## config.mk

```make
export PLATFORM = sky130hd
export DESIGN_NAME = canonical_kmer_hash_extractor_flat
export DESIGN_NICKNAME = d
export VERILOG_FILES = /design/src/sv/ckhe_pkg.sv /design/src/sv/ckhe_if.sv /design/src/sv/ckhe_front.sv /design/src/sv/ckhe_queue.sv /design/src/sv/ckhe_back.sv /design/src/sv/canonical_kmer_hash_extractor.sv /design/src/flat_wrapper.sv
export SDC_FILE = /design/constraint.sdc
export NUM_CORES = 2
export LEC_CHECK = 0
export BUFFER_PORTS_ARGS = -buffer_cell sky130_fd_sc_hd__buf_2
export CORE_UTILIZATION = 41
export DETAILED_ROUTE_END_ITERATION = 8
export GPL_ROUTABILITY_DRIVEN = 0
export PLACE_DENSITY_LB_ADDON = 0.25
export SLEW_MARGIN = 0
export SYNTH_ARGS = -nofsm -noshare
export SYNTH_HDL_FRONTEND = slang
export SYNTH_HIERARCHICAL = 1
export SYNTH_SLANG_ARGS = --single-unit
export TNS_END_PERCENT = 5
```

## constraint.sdc

```tcl
create_clock -name clk -period 11.05 [get_ports clk]
set_input_delay 2.21 -clock clk [delete_from_list [all_inputs] [get_ports clk]]
set_output_delay 2.21 -clock clk [all_outputs]
set_load 0.02 [all_outputs]
```

## src/sv/ckhe_pkg.sv

```systemverilog
// Package with shared constants, types and helpers of the canonical k-mer hash extractor.
`timescale 1ns / 1ps

package ckhe_pkg;

  // Field and state widths.
  localparam int KMER_W       = 62;
  localparam int LEN_W        = 5;
  localparam int SEL_W        = 2;
  localparam int BYTE_W       = 8;
  localparam int LINE_W       = 2;
  localparam int CFG_IDX_W    = 1;
  localparam int CFG_DATA_W   = LEN_W;

  // Longest k-mer; the run count saturates here.
  localparam int MAX_KMER_LEN = 31;

  // Default depth of the queue between the parser and the hash pipeline.
  localparam int QUEUE_DEPTH  = 4;

  // Configuration register indexes.
  localparam logic [CFG_IDX_W-1:0] REG_KMER_LENGTH = 1'b0;
  localparam logic [CFG_IDX_W-1:0] REG_UNIT_SELECT = 1'b1;

  // Reset values of the configuration registers.
  localparam logic [LEN_W-1:0] KMER_LENGTH_RST = LEN_W'(MAX_KMER_LEN);
  localparam logic [SEL_W-1:0] UNIT_SELECT_RST = '0;

  // Line of a FASTQ record that carries the bases.
  localparam logic [LINE_W-1:0] SEQ_LINE = 2'd1;

  // Newline character.
  localparam logic [BYTE_W-1:0] CHAR_NL = 8'h0a;

  // One parsed item on its way to the hash pipeline.
  typedef struct packed {
    logic              cand;  // k bases have run unbroken
    logic [KMER_W-1:0] mask;  // 2k-bit mask
    logic [KMER_W-1:0] key;   // canonical k-mer
  } ckhe_entry_t;

  // Decoded nucleotide.
  typedef struct packed {
    logic       ok;
    logic [1:0] code;
  } base_t;

  // Maps A, C, G, T and U in either case to a 2-bit code.
  function automatic base_t base_code(input logic [BYTE_W-1:0] b);
    base_t r;
    r.ok   = 1'b1;
    r.code = 2'd0;
    case (b)
      "A", "a":           r.code = 2'd0;
      "C", "c":           r.code = 2'd1;
      "G", "g":           r.code = 2'd2;
      "T", "t", "U", "u": r.code = 2'd3;
      default:            r.ok   = 1'b0;
    endcase
    return r;
  endfunction

endpackage

```

## src/sv/ckhe_if.sv

```systemverilog
// Valid/ready channel interfaces for the byte input and the hash output.
`timescale 1ns / 1ps

interface ckhe_in_if;
  import ckhe_pkg::*;
  logic              valid;
  logic              ready;
  logic [BYTE_W-1:0] seq_byte;
  logic              file_start;

  modport source (output valid, output seq_byte, output file_start, input ready);
  modport sink   (input valid, input seq_byte, input file_start, output ready);
endinterface

interface ckhe_out_if;
  import ckhe_pkg::*;
  logic              valid;
  logic              ready;
  logic              kmer_valid;
  logic [KMER_W-1:0] kmer_hash;

  modport source (output valid, output kmer_valid, output kmer_hash, input ready);
  modport sink   (input valid, input kmer_valid, input kmer_hash, output ready);
endinterface

```

## src/sv/ckhe_front.sv

```systemverilog
// FASTQ parser: tracks the record line, builds forward and reverse-complement k-mers.
`timescale 1ns / 1ps

module ckhe_front
  import ckhe_pkg::*;
(
  input  logic              clk,
  input  logic              rst_n,
  input  logic [LEN_W-1:0]  kmer_length,
  input  logic              in_valid,
  output logic              in_ready,
  input  logic [BYTE_W-1:0] in_seq_byte,
  input  logic              in_file_start,
  input  logic              q_full,
  output logic              q_push,
  output ckhe_entry_t       q_data
);

  logic [KMER_W-1:0] fwd_r, fwd_nxt;
  logic [KMER_W-1:0] rev_r, rev_nxt;
  logic [LEN_W-1:0]  run_r, run_nxt;
  logic [LINE_W-1:0] line_r, line_nxt;

  logic [LEN_W-1:0]  k;
  logic [LEN_W:0]    k2;
  logic [KMER_W-1:0] mask;
  logic [KMER_W-1:0] fwd, rev;
  logic [LEN_W-1:0]  run;
  logic [LINE_W-1:0] line;
  logic              cand;
  base_t             dec;

  assign in_ready = !q_full;
  assign q_push   = in_valid && !q_full;

  // Classify the byte and work out the next parser state.
  always_comb begin
    k    = (kmer_length == '0) ? LEN_W'(1) : kmer_length;
    k2   = {k, 1'b0};
    mask = KMER_W'((64'd1 << k2) - 64'd1);

    // A file start clears the state before the byte is looked at.
    fwd  = in_file_start ? '0 : fwd_r;
    rev  = in_file_start ? '0 : rev_r;
    run  = in_file_start ? '0 : run_r;
    line = in_file_start ? '0 : line_r;

    fwd_nxt  = fwd;
    rev_nxt  = rev;
    run_nxt  = run;
    line_nxt = line;
    cand     = 1'b0;
    dec      = base_code(in_seq_byte);

    priority if (in_seq_byte == CHAR_NL) begin
      if (line == SEQ_LINE) begin
        fwd_nxt = '0;
        rev_nxt = '0;
        run_nxt = '0;
      end
      line_nxt = line + LINE_W'(1);
    end else if (line == SEQ_LINE) begin
      if (dec.ok) begin
        fwd_nxt = ((fwd << 2) | KMER_W'(dec.code)) & mask;
        rev_nxt = (rev >> 2) | (KMER_W'(2'd3 - dec.code) << (k2 - (LEN_W + 1)'(2)));
        run_nxt = (run < LEN_W'(MAX_KMER_LEN)) ? run + LEN_W'(1) : run;
        cand    = (run_nxt >= k);
      end else begin
        fwd_nxt = '0;
        rev_nxt = '0;
        run_nxt = '0;
      end
    end else begin
      // Bytes on the header, separator and quality lines leave the state unchanged.
      line_nxt = line;
    end

    q_data.cand = cand;
    q_data.mask = mask;
    q_data.key  = (fwd_nxt < rev_nxt) ? fwd_nxt : rev_nxt;
  end

  // Parser state advances on every input transfer.
  always_ff @(posedge clk) begin
    if (!rst_n) begin
      fwd_r  <= '0;
      rev_r  <= '0;
      run_r  <= '0;
      line_r <= '0;
    end else if (q_push) begin
      fwd_r  <= fwd_nxt;
      rev_r  <= rev_nxt;
      run_r  <= run_nxt;
      line_r <= line_nxt;
    end
  end

endmodule

```

## src/sv/ckhe_queue.sv

```systemverilog
// Small FIFO that decouples the parser from the hash pipeline.
`timescale 1ns / 1ps

module ckhe_queue
  import ckhe_pkg::*;
#(
  parameter int DEPTH = QUEUE_DEPTH
) (
  input  logic        clk,
  input  logic        rst_n,
  input  logic        push,
  input  ckhe_entry_t push_data,
  input  logic        pop,
  output ckhe_entry_t head,
  output logic        full,
  output logic        empty
);

  localparam int PW = (DEPTH > 1) ? $clog2(DEPTH) : 1;
  localparam int CW = $clog2(DEPTH + 1);

  ckhe_entry_t     mem [DEPTH];
  logic [PW-1:0]   wr_ptr_r, rd_ptr_r;
  logic [CW-1:0]   count_r;

  assign full  = (count_r == CW'(DEPTH));
  assign empty = (count_r == '0);
  assign head  = mem[rd_ptr_r];

  // Storage needs no reset.
  always_ff @(posedge clk) begin
    if (push) begin
      mem[wr_ptr_r] <= push_data;
    end
  end

  // Pointers wrap at the depth.
  always_ff @(posedge clk) begin
    if (!rst_n) begin
      wr_ptr_r <= '0;
      rd_ptr_r <= '0;
      count_r  <= '0;
    end else begin
      if (push) begin
        wr_ptr_r <= (wr_ptr_r == PW'(DEPTH - 1)) ? '0 : wr_ptr_r + PW'(1);
      end
      if (pop) begin
        rd_ptr_r <= (rd_ptr_r == PW'(DEPTH - 1)) ? '0 : rd_ptr_r + PW'(1);
      end
      unique case ({push, pop})
        2'b10:   count_r <= count_r + CW'(1);
        2'b01:   count_r <= count_r - CW'(1);
        default: count_r <= count_r;
      endcase
    end
  end

endmodule

```

## src/sv/ckhe_back.sv

```systemverilog
// Four-stage Wang hash pipeline (three hash stages and an output register) with unit routing.
`timescale 1ns / 1ps

module ckhe_back
  import ckhe_pkg::*;
(
  input  logic              clk,
  input  logic              rst_n,
  input  logic [SEL_W-1:0]  unit_select,
  input  logic              q_empty,
  input  ckhe_entry_t       q_head,
  output logic              q_pop,
  output logic              out_valid,
  input  logic              out_ready,
  output logic              out_kmer_valid,
  output logic [KMER_W-1:0] out_kmer_hash
);

  typedef struct packed {
    logic              cand;
    logic [KMER_W-1:0] mask;
    logic [KMER_W-1:0] val;
  } stage_t;

  stage_t s1_r, s2_r, s3_r;
  stage_t s1_nxt, s2_nxt, s3_nxt;
  logic   v1_r, v2_r, v3_r, out_valid_r;
  logic   out_kv_r, out_kv_nxt;
  logic [KMER_W-1:0] out_hash_r, out_hash_nxt;
  logic   en;

  logic [KMER_W-1:0] a, c, e, h;

  // The whole pipeline moves unless a finished result is held.
  assign en    = !out_valid_r || out_ready;
  assign q_pop = en && !q_empty;

  // Hash steps, one shift-and-add step per stage.
  always_comb begin
    a           = (~q_head.key + (q_head.key << 21)) & q_head.mask;
    s1_nxt.cand = q_head.cand;
    s1_nxt.mask = q_head.mask;
    s1_nxt.val  = a ^ (a >> 24);

    s2_nxt.cand = s1_r.cand;
    s2_nxt.mask = s1_r.mask;
    s2_nxt.val  = (s1_r.val + (s1_r.val << 3) + (s1_r.val << 8)) & s1_r.mask;

    c           = s2_r.val ^ (s2_r.val >> 14);
    s3_nxt.cand = s2_r.cand;
    s3_nxt.mask = s2_r.mask;
    s3_nxt.val  = (c + (c << 2) + (c << 4)) & s2_r.mask;

    e            = s3_r.val ^ (s3_r.val >> 28);
    h            = (e + (e << 31)) & s3_r.mask;
    out_kv_nxt   = s3_r.cand && (h[SEL_W-1:0] == unit_select);
    out_hash_nxt = out_kv_nxt ? h : '0;
  end

  // Stage valid bits.
  always_ff @(posedge clk) begin
    if (!rst_n) begin
      v1_r        <= 1'b0;
      v2_r        <= 1'b0;
      v3_r        <= 1'b0;
      out_valid_r <= 1'b0;
    end else if (en) begin
      v1_r        <= q_pop;
      v2_r        <= v1_r;
      v3_r        <= v2_r;
      out_valid_r <= v3_r;
    end
  end

  // Stage payload.
  always_ff @(posedge clk) begin
    if (en) begin
      s1_r       <= s1_nxt;
      s2_r       <= s2_nxt;
      s3_r       <= s3_nxt;
      out_kv_r   <= out_kv_nxt;
      out_hash_r <= out_hash_nxt;
    end
  end

  assign out_valid      = out_valid_r;
  assign out_kmer_valid = out_kv_r;
  assign out_kmer_hash  = out_hash_r;

endmodule

```

## src/sv/canonical_kmer_hash_extractor.sv

```systemverilog
// Path: a byte passes through the queue, the hash stages and the output register.
// Throughput: one byte per cycle, set by the combinational parser update and the
// four-stage hash pipeline; a held result stalls the pipeline and then the queue.
// Reset (synchronous, active low) empties the queue and pipeline, clears the
// parser state and loads k = 31 and unit select 0.
`timescale 1ns / 1ps

module canonical_kmer_hash_extractor
  import ckhe_pkg::*;
#(
  parameter int QUEUE_DEPTH_P = QUEUE_DEPTH
) (
  input  logic                  clk,
  input  logic                  rst_n,
  input  logic                  cfg_we,
  input  logic [CFG_IDX_W-1:0]  cfg_index,
  input  logic [CFG_DATA_W-1:0] cfg_wdata,
  ckhe_in_if.sink               in_ch,
  ckhe_out_if.source            out_ch
);

  logic [LEN_W-1:0] kmer_length_r;
  logic [SEL_W-1:0] unit_select_r;

  ckhe_entry_t push_data, head;
  logic        push, pop, full, empty;

  // Configuration registers.
  always_ff @(posedge clk) begin
    if (!rst_n) begin
      kmer_length_r <= KMER_LENGTH_RST;
      unit_select_r <= UNIT_SELECT_RST;
    end else if (cfg_we) begin
      unique case (cfg_index)
        REG_KMER_LENGTH: kmer_length_r <= cfg_wdata;
        REG_UNIT_SELECT: unit_select_r <= cfg_wdata[SEL_W-1:0];
      endcase
    end
  end

  ckhe_front u_front (
    .clk          (clk),
    .rst_n        (rst_n),
    .kmer_length  (kmer_length_r),
    .in_valid     (in_ch.valid),
    .in_ready     (in_ch.ready),
    .in_seq_byte  (in_ch.seq_byte),
    .in_file_start(in_ch.file_start),
    .q_full       (full),
    .q_push       (push),
    .q_data       (push_data)
  );

  ckhe_queue #(
    .DEPTH(QUEUE_DEPTH_P)
  ) u_queue (
    .clk      (clk),
    .rst_n    (rst_n),
    .push     (push),
    .push_data(push_data),
    .pop      (pop),
    .head     (head),
    .full     (full),
    .empty    (empty)
  );

  ckhe_back u_back (
    .clk           (clk),
    .rst_n         (rst_n),
    .unit_select   (unit_select_r),
    .q_empty       (empty),
    .q_head        (head),
    .q_pop         (pop),
    .out_valid     (out_ch.valid),
    .out_ready     (out_ch.ready),
    .out_kmer_valid(out_ch.kmer_valid),
    .out_kmer_hash (out_ch.kmer_hash)
  );

endmodule

```

## src/flat_wrapper.sv

```systemverilog
// flat-port wrapper written by rule: the top's interface ports become plain ports
module canonical_kmer_hash_extractor_flat import ckhe_pkg::*;
#(
  parameter int QUEUE_DEPTH_P = QUEUE_DEPTH
)
  (clk, rst_n, cfg_we, cfg_index, cfg_wdata, in_ch_valid, in_ch_seq_byte, in_ch_file_start, in_ch_ready, out_ch_valid, out_ch_kmer_valid, out_ch_kmer_hash, out_ch_ready);
  ckhe_in_if in_ch_i ();
  ckhe_out_if out_ch_i ();
  input  logic clk;
  input  logic rst_n;
  input  logic cfg_we;
  input  logic [CFG_IDX_W-1:0] cfg_index;
  input  logic [CFG_DATA_W-1:0] cfg_wdata;
  input wire logic [$bits(in_ch_i.valid)-1:0] in_ch_valid;
  input wire logic [$bits(in_ch_i.seq_byte)-1:0] in_ch_seq_byte;
  input wire logic [$bits(in_ch_i.file_start)-1:0] in_ch_file_start;
  output wire logic [$bits(in_ch_i.ready)-1:0] in_ch_ready;
  output wire logic [$bits(out_ch_i.valid)-1:0] out_ch_valid;
  output wire logic [$bits(out_ch_i.kmer_valid)-1:0] out_ch_kmer_valid;
  output wire logic [$bits(out_ch_i.kmer_hash)-1:0] out_ch_kmer_hash;
  input wire logic [$bits(out_ch_i.ready)-1:0] out_ch_ready;
  assign in_ch_i.valid = in_ch_valid;
  assign in_ch_i.seq_byte = in_ch_seq_byte;
  assign in_ch_i.file_start = in_ch_file_start;
  assign in_ch_ready = in_ch_i.ready;
  assign out_ch_valid = out_ch_i.valid;
  assign out_ch_kmer_valid = out_ch_i.kmer_valid;
  assign out_ch_kmer_hash = out_ch_i.kmer_hash;
  assign out_ch_i.ready = out_ch_ready;
  canonical_kmer_hash_extractor #(.QUEUE_DEPTH_P(QUEUE_DEPTH_P)) u_core (.clk(clk), .rst_n(rst_n), .cfg_we(cfg_we), .cfg_index(cfg_index), .cfg_wdata(cfg_wdata), .in_ch(in_ch_i), .out_ch(out_ch_i));
endmodule
```

==> flow_summary.ini <==
[worst_setup_path]
r2r_setup_slack_ns = 3.02
critPathRequiredTime_ns = 11.52
timing.rr.end = u_core/u_queue/mem[3][21]
critPathCaptureType = flip-flop
worstSetupPathDepth = 19
cp-start-kind = input pin
critical_path_class = input pin to flip-flop
cp_cell_sequence = buf_2 -> inv_1 -> nand2_1 -> ha_1 -> and2_1 -> nand2_1 -> nor2_4 -> buf_4 -> a32oi_1 -> inv_1 -> ha_1 -> a211oi_1 -> o21bai_1 -> a211o_1 -> o21ai_0 -> a31oi_1 -> a2111oi_4 -> buf_4 -> mux2i_1
cp.arrival_ns = 8.77
crit_buf_inv = 5
worst-r2r-cell-count = 20
slowest_delay_ns = 0.80
crit_fanout = 50
cp_top_family = buffers and inverters
timing.rr.start = u_core/kmer_length_r[2]
crit_slowest_cell = nor2_4

[logic_synthesis]
synth_common_cells = 938 x edfxtp_1, 306 x ha_1, 292 x nor2_1
ys_warn_count = 6
synth_edf_count = 938
yosys.area.top_type_share_pct = 49.2
yosys.area.top_type = edfxtp_1
avgSynthCellArea_um2 = 12.8
synth_cell_type_count = 101
synth_most_common_cell = edfxtp_1
synth_ff_type = edfxtp_1
synthCells = 4487
synthTopCellsByArea = edfxtp_1 49%, ha_1 6.7%, dfxtp_1 5.3%
synth_seq_cells = 1089
ys_async_sr_fraction_pct = 0
synth_seq_area_share_pct = 54.5
syn_area_mm2 = 0.0572

[finish]
nets = 4943
area_growth_pct = 10.1
design_area_mm2 = 0.0630
layout-drive-gt1-share_pct = 10.2
diodes = 0
finish.utilization_pct = 45.7

[clock_network]
insertion_delay_ns = 0.74
cts_buffers = 112
cts.repair.resized = 0
cts_sinks = 1089
cts.reportedPaths.clkPinSlew_ns = 0.06
postCtsHoldBufs = 0
cts-root-buf = clkbuf_16
postCtsSetupBuffers = 0
cts_tree = done
htree_levels = 3
cts.path.max_buffers = 3

[sta]
setup_slack_ns = 2.75
tightest_slew_ns = 1.18
post-route-period-util_pct = 75.1
finalSetupViolations = 0
skew_ns = 0.0334
relSlewSlack_pct = 20.6
finalHoldViolations = 0
final_max_slew_viol_count = 0
period_needed_ns = 8.30
setup_tns_ns = 0
rsz0062_at_grt = false
fmax_ghz = 0.120

[detailed_routing]
vias_per_cell = 5.67
drc_errors = 0
post_drt_wl_per_cell_um = 23.8
initialDrtViolationCount = 3503
drtPass1Iterations = 8
vias = 36800
antenna_left = 0
routed_wl_um = 155000

[placement]
numPortBuffers = 84
place.detailed.hpwl_um = 117000
pre_cts_ws_ns = 2.07
placed_cell_area_mm2 = 0.0595

[global_route]
grt_use_met2_pct = 36.1
antenna_found_initial = 3
grt_pass1_wl_um = 229000
grt_overflow = 0
use_met3_pct = 3.06
grt_most_used_layer = met2
use_met1_pct = 28.7
grt_usage_pct = 21.7
grt_max_degree = 127
grt_pass1_vias = 35600

[floorplanning]
fp.dieW_um = 376
initial_core_util_pct = 41.5
fp-row-count = 136
die_area_mm2 = 0.141
io_pins = 85
core-area_mm2 = 0.138
die_h_um = 376

[hold_path]
holdPathStages = 0
holdCritPathClass = flip-flop to flip-flop
hp-start = u_core/u_back/s1_r[124]
holdPathEnd = u_core/u_back/s2_r[124]

[flow_run]
maxCapViolCount = 0

[outcome]
outcome = completed
-- area by class of cell --
| cell class | count | area, µm² |
|---|---|---|
| Fill cell | 12500 | 75000 |
| Sequential cell | 1089 | 31200 |
| Multi-Input combinational cell | 2988 | 24300 |
| Clock buffer | 146 | 2980 |
| Tap cell | 1863 | 2330 |
| Inverter | 222 | 845 |
| Timing Repair Buffer | 129 | 783 |
| Clock inverter | 63 | 559 |
-- state kept, by name, indices dropped and copies added (netlist names), named ones only --
| register | count |
|---|---|
| u_core/u_back/s2_r | 125 |
| u_core/u_queue/rd_ptr_r | 2 |
| u_core/u_back/out_kmer_hash | 62 |
| u_core/u_back/s1_r | 125 |
| u_core/u_front/fwd_r | 62 |
| u_core/u_back/out_kmer_valid | 1 |
| u_core/u_front/line_r | 2 |
| u_core/unit_select_r | 2 |
| u_core/u_queue/mem | 500 |
| u_core/u_queue/wr_ptr_r | 2 |
| u_core/u_back/v1_r | 1 |
| u_core/kmer_length_r | 5 |
| u_core/u_back/v3_r | 1 |
| u_core/u_front/rev_r | 62 |
| u_core/u_back/v2_r | 1 |
| u_core/u_back/out_valid | 1 |
| u_core/u_front/run_r | 5 |
| u_core/u_back/s3_r | 125 |
| u_core/u_queue/count_r | 3 |
-- layout by cell type, fill, tap and decap left out, types with 75 or more instances in the layout --
cell type and instances:
clkbuf_16 113, a21o_1 156, edfxtp_1 938, inv_1 219, o21ai_0 129, nand2_1 200, buf_2 84, and3_1 83
fa_1 75, mux4_2 125, and2_1 138, nor2_1 290, a21oi_1 230, xnor2_1 135, dfxtp_1 149, a211oi_1 146
xor2_1 186, ha_1 306
-- worst max path at each step --
stage               slack (ns)             start                              to
finish                    2.75  in_ch_file_start       u_core/u_queue/mem[3][21]
global route              2.36  in_ch_file_start       u_core/u_queue/mem[3][21]
CTS                       2.85  in_ch_file_start       u_core/u_queue/mem[3][21]
detailed placement        2.07  in_ch_file_start       u_core/u_queue/mem[0][21]
global placement          2.16  in_ch_file_start       u_core/u_queue/mem[0][21]
floorplan                 1.37      out_ch_ready  u_core/u_back/out_kmer_hash[0]
-- through the flow --
step / std cells / hold WS (ns)
6_report: 6500 / 0.432
5_1_grt: 6500 / 0.426
4_1_cts: 6500 / 0.430
3_5_place_dp: 6291 / 0.415
3_3_place_gp: 6291 / 0.407
2_1_floorplan: 4489 / 0.400
-- cell families (layout without fill, tap and decap cells) --
logic type                 count (synthesis)  count (layout)  synth area share [%]
xor gates and xnor gates                 321             321                  4.91
and+or+nand+nor                         1040            1040                  9.21
DFF                                     1089            1089                  54.5
other                                      1               3               0.00655
AOI/OAI and AO/OA                       1044            1044                  12.8
buffers and inverters                    412             560                  3.08
adders and majority gates                382             382                  9.33
muxes                                    198             198                  6.21
-- metal layers --
metal  part of all wire [%]  routed length, µm  vias up
met5                      0                  0        -
met4                    3.7               5750        0
met3                    5.3               8190      254
met2                     48              74000     1241
met1                     43              66700    18100
li1                       -                  -    17200
Power is not shown: default switching activity piles up to over one toggle a cycle in this logic, so the estimate is an artifact.
